File: src/nhr_pkg.sv
// Package for the NRZI HDLC frame receiver: payload structs, sizing constants,
// status codes and the CRC-16 octet update. No dependencies.
package nhr_pkg;

  localparam int MAX_FRAME_BITS   = 1024;
  localparam int STUFF_AFTER_ONES = 5;
  localparam int FLAG_ONES        = STUFF_AFTER_ONES + 1;
  localparam int OCTET_BITS       = 8;
  localparam int FCS_OCTETS       = 2;

  // Kept bit counter holds MAX_FRAME_BITS + 1 at most
  localparam int KEPT_W        = $clog2(MAX_FRAME_BITS + 2);
  // Octet leaves the window once a flag's leading zero and its ones follow it
  localparam int RECENT_W      = FLAG_ONES + 1 + OCTET_BITS;
  localparam int FIRST_RELEASE = RECENT_W;
  localparam int CRC_START     = FIRST_RELEASE + FCS_OCTETS * OCTET_BITS;

  localparam logic [15:0] CRC_POLY   = 16'h8408;
  localparam logic [15:0] CRC_PRESET = 16'hFFFF;

  localparam logic [2:0] ST_GOOD       = 3'd0;
  localparam logic [2:0] ST_FCS_BAD    = 3'd1;
  localparam logic [2:0] ST_SHORT      = 3'd2;
  localparam logic [2:0] ST_SEVEN_ONES = 3'd3;
  localparam logic [2:0] ST_TOO_LONG   = 3'd4;

  localparam logic KIND_BIT   = 1'b0;
  localparam logic KIND_START = 1'b1;

  localparam int         MIN_W         = 7;
  localparam logic [6:0] MIN_MSG_RESET = 7'd4;
  localparam int         CFG_AW        = 3;
  localparam int         CFG_DW        = 32;
  localparam logic       REG_MIN_MSG   = 1'b0;

  localparam int TOK_DEPTH = 4;
  localparam int TOK_AW    = $clog2(TOK_DEPTH);
  localparam int RES_DEPTH = 2;

  typedef struct packed {
    logic kind;
    logic line_level;
  } nhr_in_t;

  typedef struct packed {
    logic       is_end;
    logic [7:0] data_octet;
    logic [2:0] frame_status;
    logic [7:0] octet_count;
  } nhr_out_t;

  typedef struct packed {
    logic is_start;
    logic bit_val;
  } nhr_tok_t;

  function automatic logic [15:0] crc_octet(input logic [15:0] crc, input logic [7:0] octet);
    logic [15:0] c;
    int          i;
    c = crc ^ {8'h00, octet};
    for (i = 0; i < 8; i++) begin
      c = c[0] ? ((c >> 1) ^ CRC_POLY) : (c >> 1);
    end
    return c;
  endfunction

  // Whole octets in a bit count, low 8 bits
  function automatic logic [7:0] octet_count_of(input logic [KEPT_W-1:0] bits);
    logic [KEPT_W+7:0] w;
    w = {8'h00, bits};
    return w[10:3];
  endfunction

endpackage

File: src/nhr_front.sv
// Front end: accepts input beats and turns line levels into NRZI-decoded tokens.
// Depends on nhr_pkg; feeds nhr_tok_queue.
module nhr_front import nhr_pkg::*; (
  input  logic     clk,
  input  logic     rst_n,
  input  logic     in_push,
  input  nhr_in_t  in_data,
  output logic     in_full,
  input  logic     q_full,
  output logic     q_wr,
  output nhr_tok_t q_tok
);

  logic last_level_r, last_level_nxt;

  assign in_full = q_full;
  assign q_wr    = in_push && !q_full;

  always_comb begin
    q_tok.is_start = (in_data.kind == KIND_START);
    // unchanged level decodes as a one
    q_tok.bit_val  = (in_data.kind == KIND_BIT) && (in_data.line_level == last_level_r);
    last_level_nxt = q_wr ? in_data.line_level : last_level_r;
  end

  always_ff @(posedge clk) begin
    if (!rst_n) begin
      last_level_r <= 1'b0;
    end else begin
      last_level_r <= last_level_nxt;
    end
  end

endmodule

File: src/nhr_tok_queue.sv
// Short token queue between front and back end.
// Depends on nhr_pkg.
module nhr_tok_queue import nhr_pkg::*; (
  input  logic     clk,
  input  logic     rst_n,
  input  logic     wr_en,
  input  nhr_tok_t wr_tok,
  output logic     full,
  input  logic     rd_en,
  output nhr_tok_t rd_tok,
  output logic     empty
);

  nhr_tok_t            mem_r [TOK_DEPTH];
  logic [TOK_AW-1:0]   wr_ptr_r, wr_ptr_nxt;
  logic [TOK_AW-1:0]   rd_ptr_r, rd_ptr_nxt;
  logic [TOK_AW:0]     cnt_r, cnt_nxt;

  assign full   = (cnt_r == (TOK_AW + 1)'(TOK_DEPTH));
  assign empty  = (cnt_r == '0);
  assign rd_tok = mem_r[rd_ptr_r];

  always_comb begin
    wr_ptr_nxt = wr_en ? wr_ptr_r + 1'b1 : wr_ptr_r;
    rd_ptr_nxt = rd_en ? rd_ptr_r + 1'b1 : rd_ptr_r;
    cnt_nxt    = cnt_r;
    if (wr_en && !rd_en) begin
      cnt_nxt = cnt_r + 1'b1;
    end else if (rd_en && !wr_en) begin
      cnt_nxt = cnt_r - 1'b1;
    end
  end

  always_ff @(posedge clk) begin
    if (wr_en) begin
      mem_r[wr_ptr_r] <= wr_tok;
    end
  end

  always_ff @(posedge clk) begin
    if (!rst_n) begin
      wr_ptr_r <= '0;
      rd_ptr_r <= '0;
      cnt_r    <= '0;
    end else begin
      wr_ptr_r <= wr_ptr_nxt;
      rd_ptr_r <= rd_ptr_nxt;
      cnt_r    <= cnt_nxt;
    end
  end

endmodule

File: src/nhr_back.sv
// Back end: destuffing, flag and abort detection, octet release, CRC-16 check,
// and the two-entry result queue. Depends on nhr_pkg.
module nhr_back import nhr_pkg::*; (
  input  logic             clk,
  input  logic             rst_n,
  input  logic [MIN_W-1:0] min_msg,
  input  logic             tok_valid,
  input  nhr_tok_t         tok,
  output logic             tok_rd,
  output logic             out_empty,
  input  logic             out_pop,
  output nhr_out_t         out_data
);

  localparam logic [2:0]        STUFF_K = 3'(STUFF_AFTER_ONES);
  localparam logic [2:0]        FLAG_K  = 3'(FLAG_ONES);
  localparam logic [KEPT_W-1:0] MAX_K   = KEPT_W'(MAX_FRAME_BITS);
  localparam logic [KEPT_W-1:0] FIRST_K = KEPT_W'(FIRST_RELEASE);
  localparam logic [KEPT_W-1:0] CRC_K   = KEPT_W'(CRC_START);

  logic                burst_r, burst_nxt;
  logic [2:0]          ones_r, ones_nxt;
  logic [KEPT_W-1:0]   kept_r, kept_nxt;
  logic [KEPT_W-1:0]   run_begin_r, run_begin_nxt;
  logic [RECENT_W-1:0] recent_r, recent_nxt;
  logic [15:0]         crc_r, crc_nxt;
  logic [7:0]          held0_r, held0_nxt;
  logic [7:0]          held1_r, held1_nxt;

  nhr_out_t            res_mem_r [RES_DEPTH];
  logic                res_wr_r, res_rd_r;
  logic [1:0]          res_cnt_r, res_cnt_nxt;
  logic                res_full, res_push, res_pop;
  nhr_out_t            res;

  logic                do_push, do_clear;
  logic                end_hit;
  logic [2:0]          end_st;
  logic [KEPT_W-1:0]   end_bits;
  logic [KEPT_W-1:0]   kept_inc, len;
  logic [RECENT_W-1:0] recent_sh;
  logic [KEPT_W+7:0]   n_w, need_w;

  assign res_full  = (res_cnt_r == 2'(RES_DEPTH));
  assign out_empty = (res_cnt_r == '0);
  assign res_pop   = out_pop && !out_empty;
  assign tok_rd    = tok_valid && !res_full;
  assign out_data  = res_mem_r[res_rd_r];

  always_comb begin
    burst_nxt     = burst_r;
    ones_nxt      = ones_r;
    kept_nxt      = kept_r;
    run_begin_nxt = run_begin_r;
    recent_nxt    = recent_r;
    crc_nxt       = crc_r;
    held0_nxt     = held0_r;
    held1_nxt     = held1_r;
    res_push      = 1'b0;
    res           = '0;
    do_push       = 1'b0;
    do_clear      = 1'b0;
    end_hit       = 1'b0;
    end_st        = ST_GOOD;
    end_bits      = '0;

    kept_inc  = kept_r + 1'b1;
    recent_sh = {tok.bit_val, recent_r[RECENT_W-1:1]};
    // frame length drops the flag's leading zero
    len       = (run_begin_r != '0) ? run_begin_r - 1'b1 : '0;
    n_w       = (KEPT_W + 8)'(len >> 3);
    need_w    = (KEPT_W + 8)'(min_msg) + (KEPT_W + 8)'(FCS_OCTETS);

    if (tok_rd) begin
      if (tok.is_start) begin
        do_clear  = 1'b1;
        burst_nxt = 1'b1;
      end else if (burst_r) begin
        if (tok.bit_val) begin
          ones_nxt = ones_r + 1'b1;
          if (ones_r == FLAG_K) begin
            end_hit  = 1'b1;
            end_st   = ST_SEVEN_ONES;
            end_bits = kept_r;
          end else begin
            do_push = 1'b1;
          end
        end else begin
          ones_nxt = '0;
          if (ones_r == FLAG_K) begin
            if (len == '0) begin
              // empty frame right after a flag: keep reading the burst
              do_clear = 1'b1;
            end else if (len[2:0] != 3'd0 || n_w < need_w) begin
              end_hit  = 1'b1;
              end_st   = ST_SHORT;
              end_bits = len;
            end else begin
              end_hit  = 1'b1;
              end_st   = ((crc_r ^ CRC_PRESET) == {held1_r, held0_r}) ? ST_GOOD : ST_FCS_BAD;
              end_bits = len;
            end
          end else if (ones_r == STUFF_K) begin
            // drop the stuffed zero
            run_begin_nxt = kept_r;
          end else begin
            do_push       = 1'b1;
            run_begin_nxt = kept_inc;
          end
        end
      end
    end

    if (do_push) begin
      recent_nxt = recent_sh;
      kept_nxt   = kept_inc;
      if (kept_inc > MAX_K) begin
        end_hit  = 1'b1;
        end_st   = ST_TOO_LONG;
        end_bits = kept_inc;
      end else if (kept_inc >= FIRST_K && kept_inc[2:0] == FIRST_K[2:0]) begin
        if (kept_inc >= CRC_K) begin
          crc_nxt = crc_octet(crc_r, held0_r);
        end
        held0_nxt      = held1_r;
        held1_nxt      = recent_sh[7:0];
        res_push       = 1'b1;
        res.data_octet = recent_sh[7:0];
      end
    end

    if (end_hit) begin
      burst_nxt        = 1'b0;
      res_push         = 1'b1;
      res.is_end       = 1'b1;
      res.data_octet   = '0;
      res.frame_status = end_st;
      res.octet_count  = octet_count_of(end_bits);
    end

    if (do_clear) begin
      ones_nxt      = '0;
      kept_nxt      = '0;
      run_begin_nxt = '0;
      recent_nxt    = '0;
      crc_nxt       = CRC_PRESET;
      held0_nxt     = '0;
      held1_nxt     = '0;
    end

    res_cnt_nxt = res_cnt_r;
    if (res_push && !res_pop) begin
      res_cnt_nxt = res_cnt_r + 1'b1;
    end else if (res_pop && !res_push) begin
      res_cnt_nxt = res_cnt_r - 1'b1;
    end
  end

  always_ff @(posedge clk) begin
    if (res_push) begin
      res_mem_r[res_wr_r] <= res;
    end
  end

  always_ff @(posedge clk) begin
    if (!rst_n) begin
      burst_r     <= 1'b0;
      ones_r      <= '0;
      kept_r      <= '0;
      run_begin_r <= '0;
      recent_r    <= '0;
      crc_r       <= CRC_PRESET;
      held0_r     <= '0;
      held1_r     <= '0;
      res_wr_r    <= 1'b0;
      res_rd_r    <= 1'b0;
      res_cnt_r   <= '0;
    end else begin
      burst_r     <= burst_nxt;
      ones_r      <= ones_nxt;
      kept_r      <= kept_nxt;
      run_begin_r <= run_begin_nxt;
      recent_r    <= recent_nxt;
      crc_r       <= crc_nxt;
      held0_r     <= held0_nxt;
      held1_r     <= held1_nxt;
      res_wr_r    <= res_push ? ~res_wr_r : res_wr_r;
      res_rd_r    <= res_pop ? ~res_rd_r : res_rd_r;
      res_cnt_r   <= res_cnt_nxt;
    end
  end

endmodule

File: src/nrzi_hdlc_frame_receiver.sv
// NRZI HDLC frame receiver top level: configuration register, front end,
// token queue and back end. Depends on nhr_pkg, nhr_front, nhr_tok_queue, nhr_back.
//
// Usage:
//   Input queue port (in_push/in_full/in_data): one beat per line reading, kind 0,
//   or a burst-start mark, kind 1, from the sync detector. A beat is taken on any
//   edge with in_push high and in_full low.
//   Result queue port (out_empty/out_pop/out_data): released data octets and one
//   end-of-frame status per frame, oldest first while out_empty is low.
//   APB port: register 0 at byte address 0 holds min_message_octets (reset 4).
//   Throughput: one beat per cycle while the result queue is not full, set by
//   the back end's bit step (destuff, octet release and CRC-16 octet update).
//   Reset empties both queues and leaves the block idle until a burst start.
//   When the result side stalls, the two-entry result queue fills, the back end
//   holds, the four-entry token queue fills behind it and in_full rises.
module nrzi_hdlc_frame_receiver import nhr_pkg::*; (
  input  logic              clk,
  input  logic              rst_n,
  input  logic              in_push,
  output logic              in_full,
  input  nhr_in_t           in_data,
  output logic              out_empty,
  input  logic              out_pop,
  output nhr_out_t          out_data,
  input  logic              cfg_psel,
  input  logic              cfg_penable,
  input  logic              cfg_pwrite,
  input  logic [CFG_AW-1:0] cfg_paddr,
  input  logic [CFG_DW-1:0] cfg_pwdata,
  output logic [CFG_DW-1:0] cfg_prdata,
  output logic              cfg_pready
);

  logic [MIN_W-1:0] min_msg_r, min_msg_nxt;
  logic             cfg_wr;
  logic             q_full, q_wr, q_rd, q_empty;
  nhr_tok_t         q_wr_tok, q_rd_tok;

  assign cfg_pready = 1'b1;
  assign cfg_wr     = cfg_psel && cfg_penable && cfg_pwrite && cfg_pready
                      && (cfg_paddr[CFG_AW-1:2] == REG_MIN_MSG);
  assign min_msg_nxt = cfg_wr ? cfg_pwdata[MIN_W-1:0] : min_msg_r;
  assign cfg_prdata  = (cfg_paddr[CFG_AW-1:2] == REG_MIN_MSG) ? CFG_DW'(min_msg_r) : '0;

  always_ff @(posedge clk) begin
    if (!rst_n) begin
      min_msg_r <= MIN_MSG_RESET;
    end else begin
      min_msg_r <= min_msg_nxt;
    end
  end

  nhr_front u_front (
    .clk     (clk),
    .rst_n   (rst_n),
    .in_push (in_push),
    .in_data (in_data),
    .in_full (in_full),
    .q_full  (q_full),
    .q_wr    (q_wr),
    .q_tok   (q_wr_tok)
  );

  nhr_tok_queue u_tok_queue (
    .clk    (clk),
    .rst_n  (rst_n),
    .wr_en  (q_wr),
    .wr_tok (q_wr_tok),
    .full   (q_full),
    .rd_en  (q_rd),
    .rd_tok (q_rd_tok),
    .empty  (q_empty)
  );

  nhr_back u_back (
    .clk       (clk),
    .rst_n     (rst_n),
    .min_msg   (min_msg_r),
    .tok_valid (!q_empty),
    .tok       (q_rd_tok),
    .tok_rd    (q_rd),
    .out_empty (out_empty),
    .out_pop   (out_pop),
    .out_data  (out_data)
  );

endmodule

File: config.mk
export PLATFORM = sky130hd
export DESIGN_NAME = nrzi_hdlc_frame_receiver
export DESIGN_NICKNAME = d
export VERILOG_FILES = /design/src/nhr_pkg.sv /design/src/nhr_front.sv /design/src/nhr_tok_queue.sv /design/src/nhr_back.sv /design/src/nrzi_hdlc_frame_receiver.sv
export SDC_FILE = /design/constraint.sdc
export NUM_CORES = 1
export LEC_CHECK = 0
export BUFFER_PORTS_ARGS = -buffer_cell sky130_fd_sc_hd__buf_2
export CAP_MARGIN = 5
export CORE_MARGIN = 10
export CORE_UTILIZATION = 35
export CTS_CLUSTER_DIAMETER = 60
export DETAILED_ROUTE_END_ITERATION = 12
export PLACE_DENSITY = 0.65
export SETUP_SLACK_MARGIN = 0.05
export SYNTH_ARGS = -nofsm -noshare
export SYNTH_HDL_FRONTEND = slang
export SYNTH_SLANG_ARGS = --single-unit
export TNS_END_PERCENT = 30
File: constraint.sdc
create_clock -name clk -period 3.89 [get_ports clk]
set_input_delay 0 -clock clk [delete_from_list [all_inputs] [get_ports clk]]
set_output_delay 0 -clock clk [all_outputs]
set_load 0.1 [all_outputs]
* Yosys cells after proc, flatten, opt, wreduce, memory -nomap -nowiden
Memory sizes are Yosys's and may differ from the RTL's. A register that Yosys moved wholly into a read port is not among the register bits.
Cells that the tools add are included.
** Storage, ports and cells
- Output and inout bits :: 55
- Register bits after elaboration :: 92
- Word-level logic and storage cells :: 167
- Input bits :: 44
- RAM bits :: 48
- Memories kept :: 2
** Operators by class
- Add/sub/neg operators :: 10
- Bitwise operators :: 19
- Equality and inequality tests :: 7
- Reductions and logical operators :: 35
- Mux-type cells :: 74
- Order comparisons :: 4
** Memory list
- u_back.res_mem_r :: depth 2, bits a word 20, rd ports 1, clocked after Yosys merged registers in 1, wr ports 1, RTL line nhr_back.sv:30 : nhr_out_t res_mem_r [RES_DEPTH];
- u_tok_queue.mem_r :: depth 4, bits a word 2, rd ports 1, clocked after Yosys merged registers in 1, wr ports 1, RTL line nhr_tok_queue.sv:14 : nhr_tok_t mem_r [TOK_DEPTH];
** Operator list (number)
- 2-to-1 mux 16 bit :: 8
- 2-to-1 mux 11 bit :: 11
- 2-to-1 mux 3 bit :: 12
- 2-to-1 mux 1 bit :: 33
- 2-to-1 mux 8 bit :: 3
- inverter 2 -> 3 bit :: 8
- 2-to-1 mux 20 bit :: 1
- < comparator 8 x 19 -> 1 bit :: 1
- equality test 16 bit :: 1
- inverter 16 bit :: 1
- bitwise XOR 16 x 8 -> 16 bit :: 1
- equality test 3 bit, second input constant :: 4
- logical AND 1 bit :: 12
- adder 11 x 1 -> 11 bit, second input constant :: 1
- greater-or-equal comparator 11 x 4 -> 1 bit, second input constant :: 1
- greater-or-equal comparator 11 x 5 -> 1 bit, second input constant :: 1
- > comparator 11 bit, second input constant :: 1
- logical NOT 11 bit :: 1
- nonzero test 11 bit :: 1
- subtractor 11 x 1 -> 11 bit, second input constant :: 1
- 2-to-1 mux 2 bit :: 5
- inverter 1 bit :: 9
- adder 7 x 2 -> 8 bit, second input constant :: 1
- logical NOT 1 bit :: 8
- 17 further kinds :: 23

* Depth between registers and ports, before layout
- Depth after elaboration :: 17
- Gate-level depth with buffers :: 13
- Mapped depth without buffers :: 13

* Hierarchy
From an unflattened synthesis, not the netlist that was laid out.
** Unflattened totals
- Cells, all modules :: 790
- Area total of the unflattened synthesis :: 7504.7 um^2
** Modules (own cells, without submodules)
- nhr_back :: area each 6134.6 um^2, cells an instance 661, seq. area each 2742.6 um^2, instances 1
- nhr_tok_queue :: area each 730.7 um^2, cells an instance 53, seq. area each 420.4 um^2, instances 1
- nrzi_hdlc_frame_receiver :: area each 560.5 um^2, cells an instance 67, seq. area each 140.1 um^2, instances 1
- nhr_front :: area each 78.8 um^2, cells an instance 9, seq. area each 20.0 um^2, instances 1

* Worst setup path after synthesis
No wires, ideal clock.
- Kind :: reg-to-reg
- From :: register u_tok_queue.cnt_r[0]
- To :: register u_tok_queue.cnt_r[2]
- Period minus slack after synthesis :: 4013 ps
- Setup time :: 71 ps
- Required time :: 3819 ps
- Stages on the path, launching flop included :: 10
- Path buffers :: 1
- Arrival :: 3943 ps
- Path slack :: -123 ps
- Cell sequence :: dfxtp_1 nor3b_1 nor2b_1 clkbuf_1 ha_1 inv_1 fa_1 xor2_1 or3_1 a21oi_1
** On the way
- Word-level cells in the longest chain between the ends :: 6
- Elaborated cells between the ends (all ways) :: 15
- Classes of those cells :: add/sub (2); eq/ne (1); mux (2); reduce/logical (10)
** RTL lines
- start, declared :: RTL line nhr_tok_queue.sv:17 : logic [TOK_AW:0] cnt_r, cnt_nxt;
- start signal, assigned :: RTL line nhr_tok_queue.sv:48 : cnt_r <= cnt_nxt;
- equality test 3 bit (*) :: RTL line nhr_tok_queue.sv:19 : assign full = (cnt_r == (TOK_AW + 1)'(TOK_DEPTH));
- via in_full :: RTL line nrzi_hdlc_frame_receiver.sv:20 : output logic in_full,
- logical NOT 1 bit (*) :: RTL line nhr_front.sv:17 : assign q_wr = in_push && !q_full;
- logical AND 1 bit (*) :: RTL line nhr_front.sv:17
- via q_wr :: RTL line nrzi_hdlc_frame_receiver.sv:36 : logic q_full, q_wr, q_rd, q_empty;
- logical NOT 1 bit :: RTL line nhr_tok_queue.sv:29 : end else if (rd_en && !wr_en) begin
- logical AND 1 bit :: RTL line nhr_tok_queue.sv:29
- nonzero test 2 bit (no line)
The timed path passes the listed nets; every way through them passes the cells marked *. The select of a mux whose other input is x is not followed.
A chain may end at the register's enable or synchronous reset.

==> run summary <==
The startpoint identified for the worst hold timing path is out_pop. In this run the worst setup path begins at u_back.run_begin_r[5]. In the layout the commonest cells are sky130_fd_sc_hd__nand2_1 (109), sky130_fd_sc_hd__dfxtp_1 (94), sky130_fd_sc_hd__nor2_1 (74). The overall routed net length came out at 15800 um. The final setup violation count is 0. The post-detailed-route DRC marker count is 0. The slowest stage of the critical path belongs to the cell sky130_fd_sc_hd__or4_1. The synthesized area is around 7300 um2. The worst setup path is of the register to register kind. The via total after detailed routing came out at around 5400. The top achievable clock speed is ~0.27 GHz. The worst supply voltage drop on vdd is around 0.00035 V. The mean instance size in the synthesized netlist is about 9.4 um2.

After clock tree synthesis, the clock-pin slew on the worst setup and hold paths is roughly 0.07 ns. The number of detailed-routing iterations run before antenna repair came out at 4. The top flip-flop cell by instance count after synthesis is sky130_fd_sc_hd__dfxtp_1. The remaining global-route overflow came out at 0. The violation count after the first detailed-route iteration is 406. The floorplan die height came out at approximately 160 um. Synthesis produced approximately 780 cells. The library cell used most frequently in the layout, excluding fill and tap cells, is sky130_fd_sc_hd__nand2_1.

Entering global routing, the biggest net connects 56 pins. At the pin with the least slew margin, the transition time is around 0.9 ns. The unique cell type count in the Yosys netlist came out at 68. The ratio of routed vias to standard cells came out at between 4 and 5. The share of final-layout standard cells stronger than drive strength 1 is between 10% and 20%.

The number of violations of the max-capacitance limit came out at 0. Walking the worst path, the cells encountered are or4_1 -> or2_2 -> or4_1 -> nand2_1 -> ha_1 -> nand4_1 -> nor2_1 -> a2111oi_1 -> a221o_1 -> a21oi_1 -> nor2_1. The layout has around 2000 filler cells. On the critical path the largest part of the delay comes from simple AND/OR/NAND/NOR gates. The final estimated routing congestion in global placement is 0.869. In this run the power density over the cells is slightly above 500 nW/um2. The post-synthesis sequential element count is 142. Summed over all nets, the half-perimeter wirelength after detailed placement is 11300 um.

The area of all placed cells without fillers is about 8400 um2. Power comes to ~4.3 mW. The count of cells in the finished layout, fillers not included, comes to between 1000 and 1500. The count of flip-flops with a built-in enable after synthesis is 48. The number of placed I/O pins is a little under 100. The number of global-route vias before repair is 5075. The number of core rows is 52.

The flow ran to the end, and the final reports show no timing, DRC or antenna violations. The placed cell count came out at ~1100. The worst setup path is captured at a register. After layout, the minimum clock period comes to around 3.7 ns. The average wire per standard cell is ~14 um.

The first global-routing pass estimated about 26000 um of wire. The number of clock buffers added by TritonCTS is 17. The initial antenna violation count came out at 0. The diode insertion count for antenna repair came out at 0.

Of the available clock period, the critical path in the final layout requires between 90% and 100%. The register area share after synthesis came out at a little under half. After clock tree synthesis, the setup repair step added 0 buffers. The data required time at the worst endpoint is roughly 4 ns. The class of the tightest hold or removal check is primary input to register.

The number of levels the H-tree was split into is 4. For this run, the slowest stage of the critical path takes 0.61 ns. The final number of hold-violating endpoints was 0. The core region area is between 20000 and 25000 um2. The sink count of the clock tree came out at around 140. At the worst endpoint, the arrival time is slightly below 4 ns.

The initial utilization of the core area, before any placement, comes to 35.9%. Headroom to the max-slew limit came out at 40.2%. The largest clock skew in the final design came out at 0.00892 ns.

The fraction of the core area covered by cells at the end of the flow came out at 41.1%. The biggest fanout along the worst timing path came out at 7. STA classifies the critical path startpoint as a register. Summing all placed instances gives a cell area of 7720 um2.

The number of buffer cells added on primary ports came out at between 40 and 50. The floorplan step defined a die boundary enclosing between 20000 and 30000 um2. The maximum clock path buffer count came out at 2. In this run the remaining antenna-violating nets after routing total 0. The max-slew violation count is 0. The proportion of register bits with asynchronous set or reset after synthesis came out at 0%.

The clock insertion delay at the later pin of the skew report is about 0.42 ns. The leakage power summed over all cells came out at ~3.4 nW. The net count of the finished layout is 886. The all-layer global routing usage is 11.7%. The floorplan die width is around 160 um.

The number of warnings issued by yosys is 0. TritonCTS built the clock tree. The number of buffers and inverters on the critical path is 0. The root buffer cell is sky130_fd_sc_hd__clkbuf_16. The worst register-to-register path begins at u_back.run_begin_r[5]. From synthesis to final layout, the design area changed by 14.6%.
-- cell type report --
type | instances | area, um2 | area share, %
Sequential cell | 142 | 3320 | 39.6
Inverter | 25 | 93.8 | 1.12
Multi-Input combinational cell | 566 | 3650 | 43.5
Tap cell | 270 | 338 | 4.02
Timing Repair Buffer | 68 | 423 | 5.04
Clock inverter | 15 | 143 | 1.70
Clock buffer | 17 | 425 | 5.06
-- synth_stat cells, drive strengths merged, types with 6 or more instances --
cell type  number  area [um2]
ha             21         263
nor2b          11        68.8
nand3          13        65.1
o21ai          21         109
inv            25        93.8
nor3            9        45.0
buf            38         263
mux2i          28         280
and2           12        75.1
nor2           75         284
a21oi          44         220
nand2b          6        37.5
xnor2          38         333
nand2         109         409
a211oi         11        82.6
xor2           35         307
clkbuf         31         116
edfxtp         48        1440
dfxtp          94        1880
or3             9        56.3
mux2           21         236
-- path summary, 6_finish.rpt --
check,to,slack (ns),cells after the start
setup reg to reg,u_back.res_mem_r[0][9],0.20,11
hold / removal,u_back.res_rd_r,0.05,4
hold reg to reg,u_back.recent_r[9],0.45,2
setup / recovery,u_back.res_mem_r[0][9],0.20,11
-- state kept, by name, summed over array words and instances (netlist names), 8 cells and up, named ones only --
name                flops
u_back.recent_r        14
u_back.res_mem_r       40
u_back.held1_r          8
u_back.kept_r          11
u_back.crc_r           16
u_tok_queue.mem_r       8
u_back.run_begin_r     11
u_back.held0_r          8
-- logic make-up (layout without fill, tap and decap cells) --
family | Yosys count | after routing | synth area share (%)
AOI/OAI and AO/OA | 114 | 114 | 10.1
xor gates and xnor gates | 73 | 73 | 8.72
adders and majority gates | 22 | 22 | 3.86
buffers and inverters | 94 | 125 | 6.45
DFF | 142 | 142 | 45.3
muxes | 51 | 51 | 7.66
other | 2 | 26 | 0.102
and+or+nand+nor | 280 | 280 | 17.8
-- worst register-to-register path, cell delays in order (launching register included) --
cell                        delay (ns)
sky130_fd_sc_hd__dfxtp_1          0.37
sky130_fd_sc_hd__or4_1            0.61
sky130_fd_sc_hd__or2_2            0.34
sky130_fd_sc_hd__or4_1            0.51
sky130_fd_sc_hd__nand2_1          0.14
sky130_fd_sc_hd__ha_1             0.26
sky130_fd_sc_hd__nand4_1          0.10
sky130_fd_sc_hd__nor2_1           0.07
sky130_fd_sc_hd__a2111oi_1        0.54
sky130_fd_sc_hd__a221o_1          0.23
sky130_fd_sc_hd__a21oi_1          0.07
sky130_fd_sc_hd__nor2_1           0.25
-- stage by stage --
step | worst slack [ns] | hold slack, ns | TNS [ns]
floorplan | 0.188 | 0.0619 | 0
global placement | 0.250 | 0.212 | 0
detailed placement | 0.283 | 0.214 | 0
CTS | 0.262 | 0.0387 | 0
global route | -0.0427 | 0.0961 | -0.118
finish | 0.197 | 0.0514 | 0
-- report_power, final --
group	switching, mW	internal, mW
clock	0.711	0.852
sequential	0.0617	1.59
combinational	0.698	0.377
total	1.47	2.82
-- layer usage --
metal	GRT usage [%]	vias to the layer above	routed length, um
met2	17.5	115	6870
met1	16.2	2536	7960
met3	3.26	10	858
met4	3.54	0	166
met5	0	-	0
li1	-	2714	-
-- repair_timing --
action                                  CTS  global route
endpoints found under the setup margin    0             4
endpoints found under the hold margin    16             0
hold buffers                             10             0
gates resized for setup                   0             2
(Power assumes the default switching activity.)
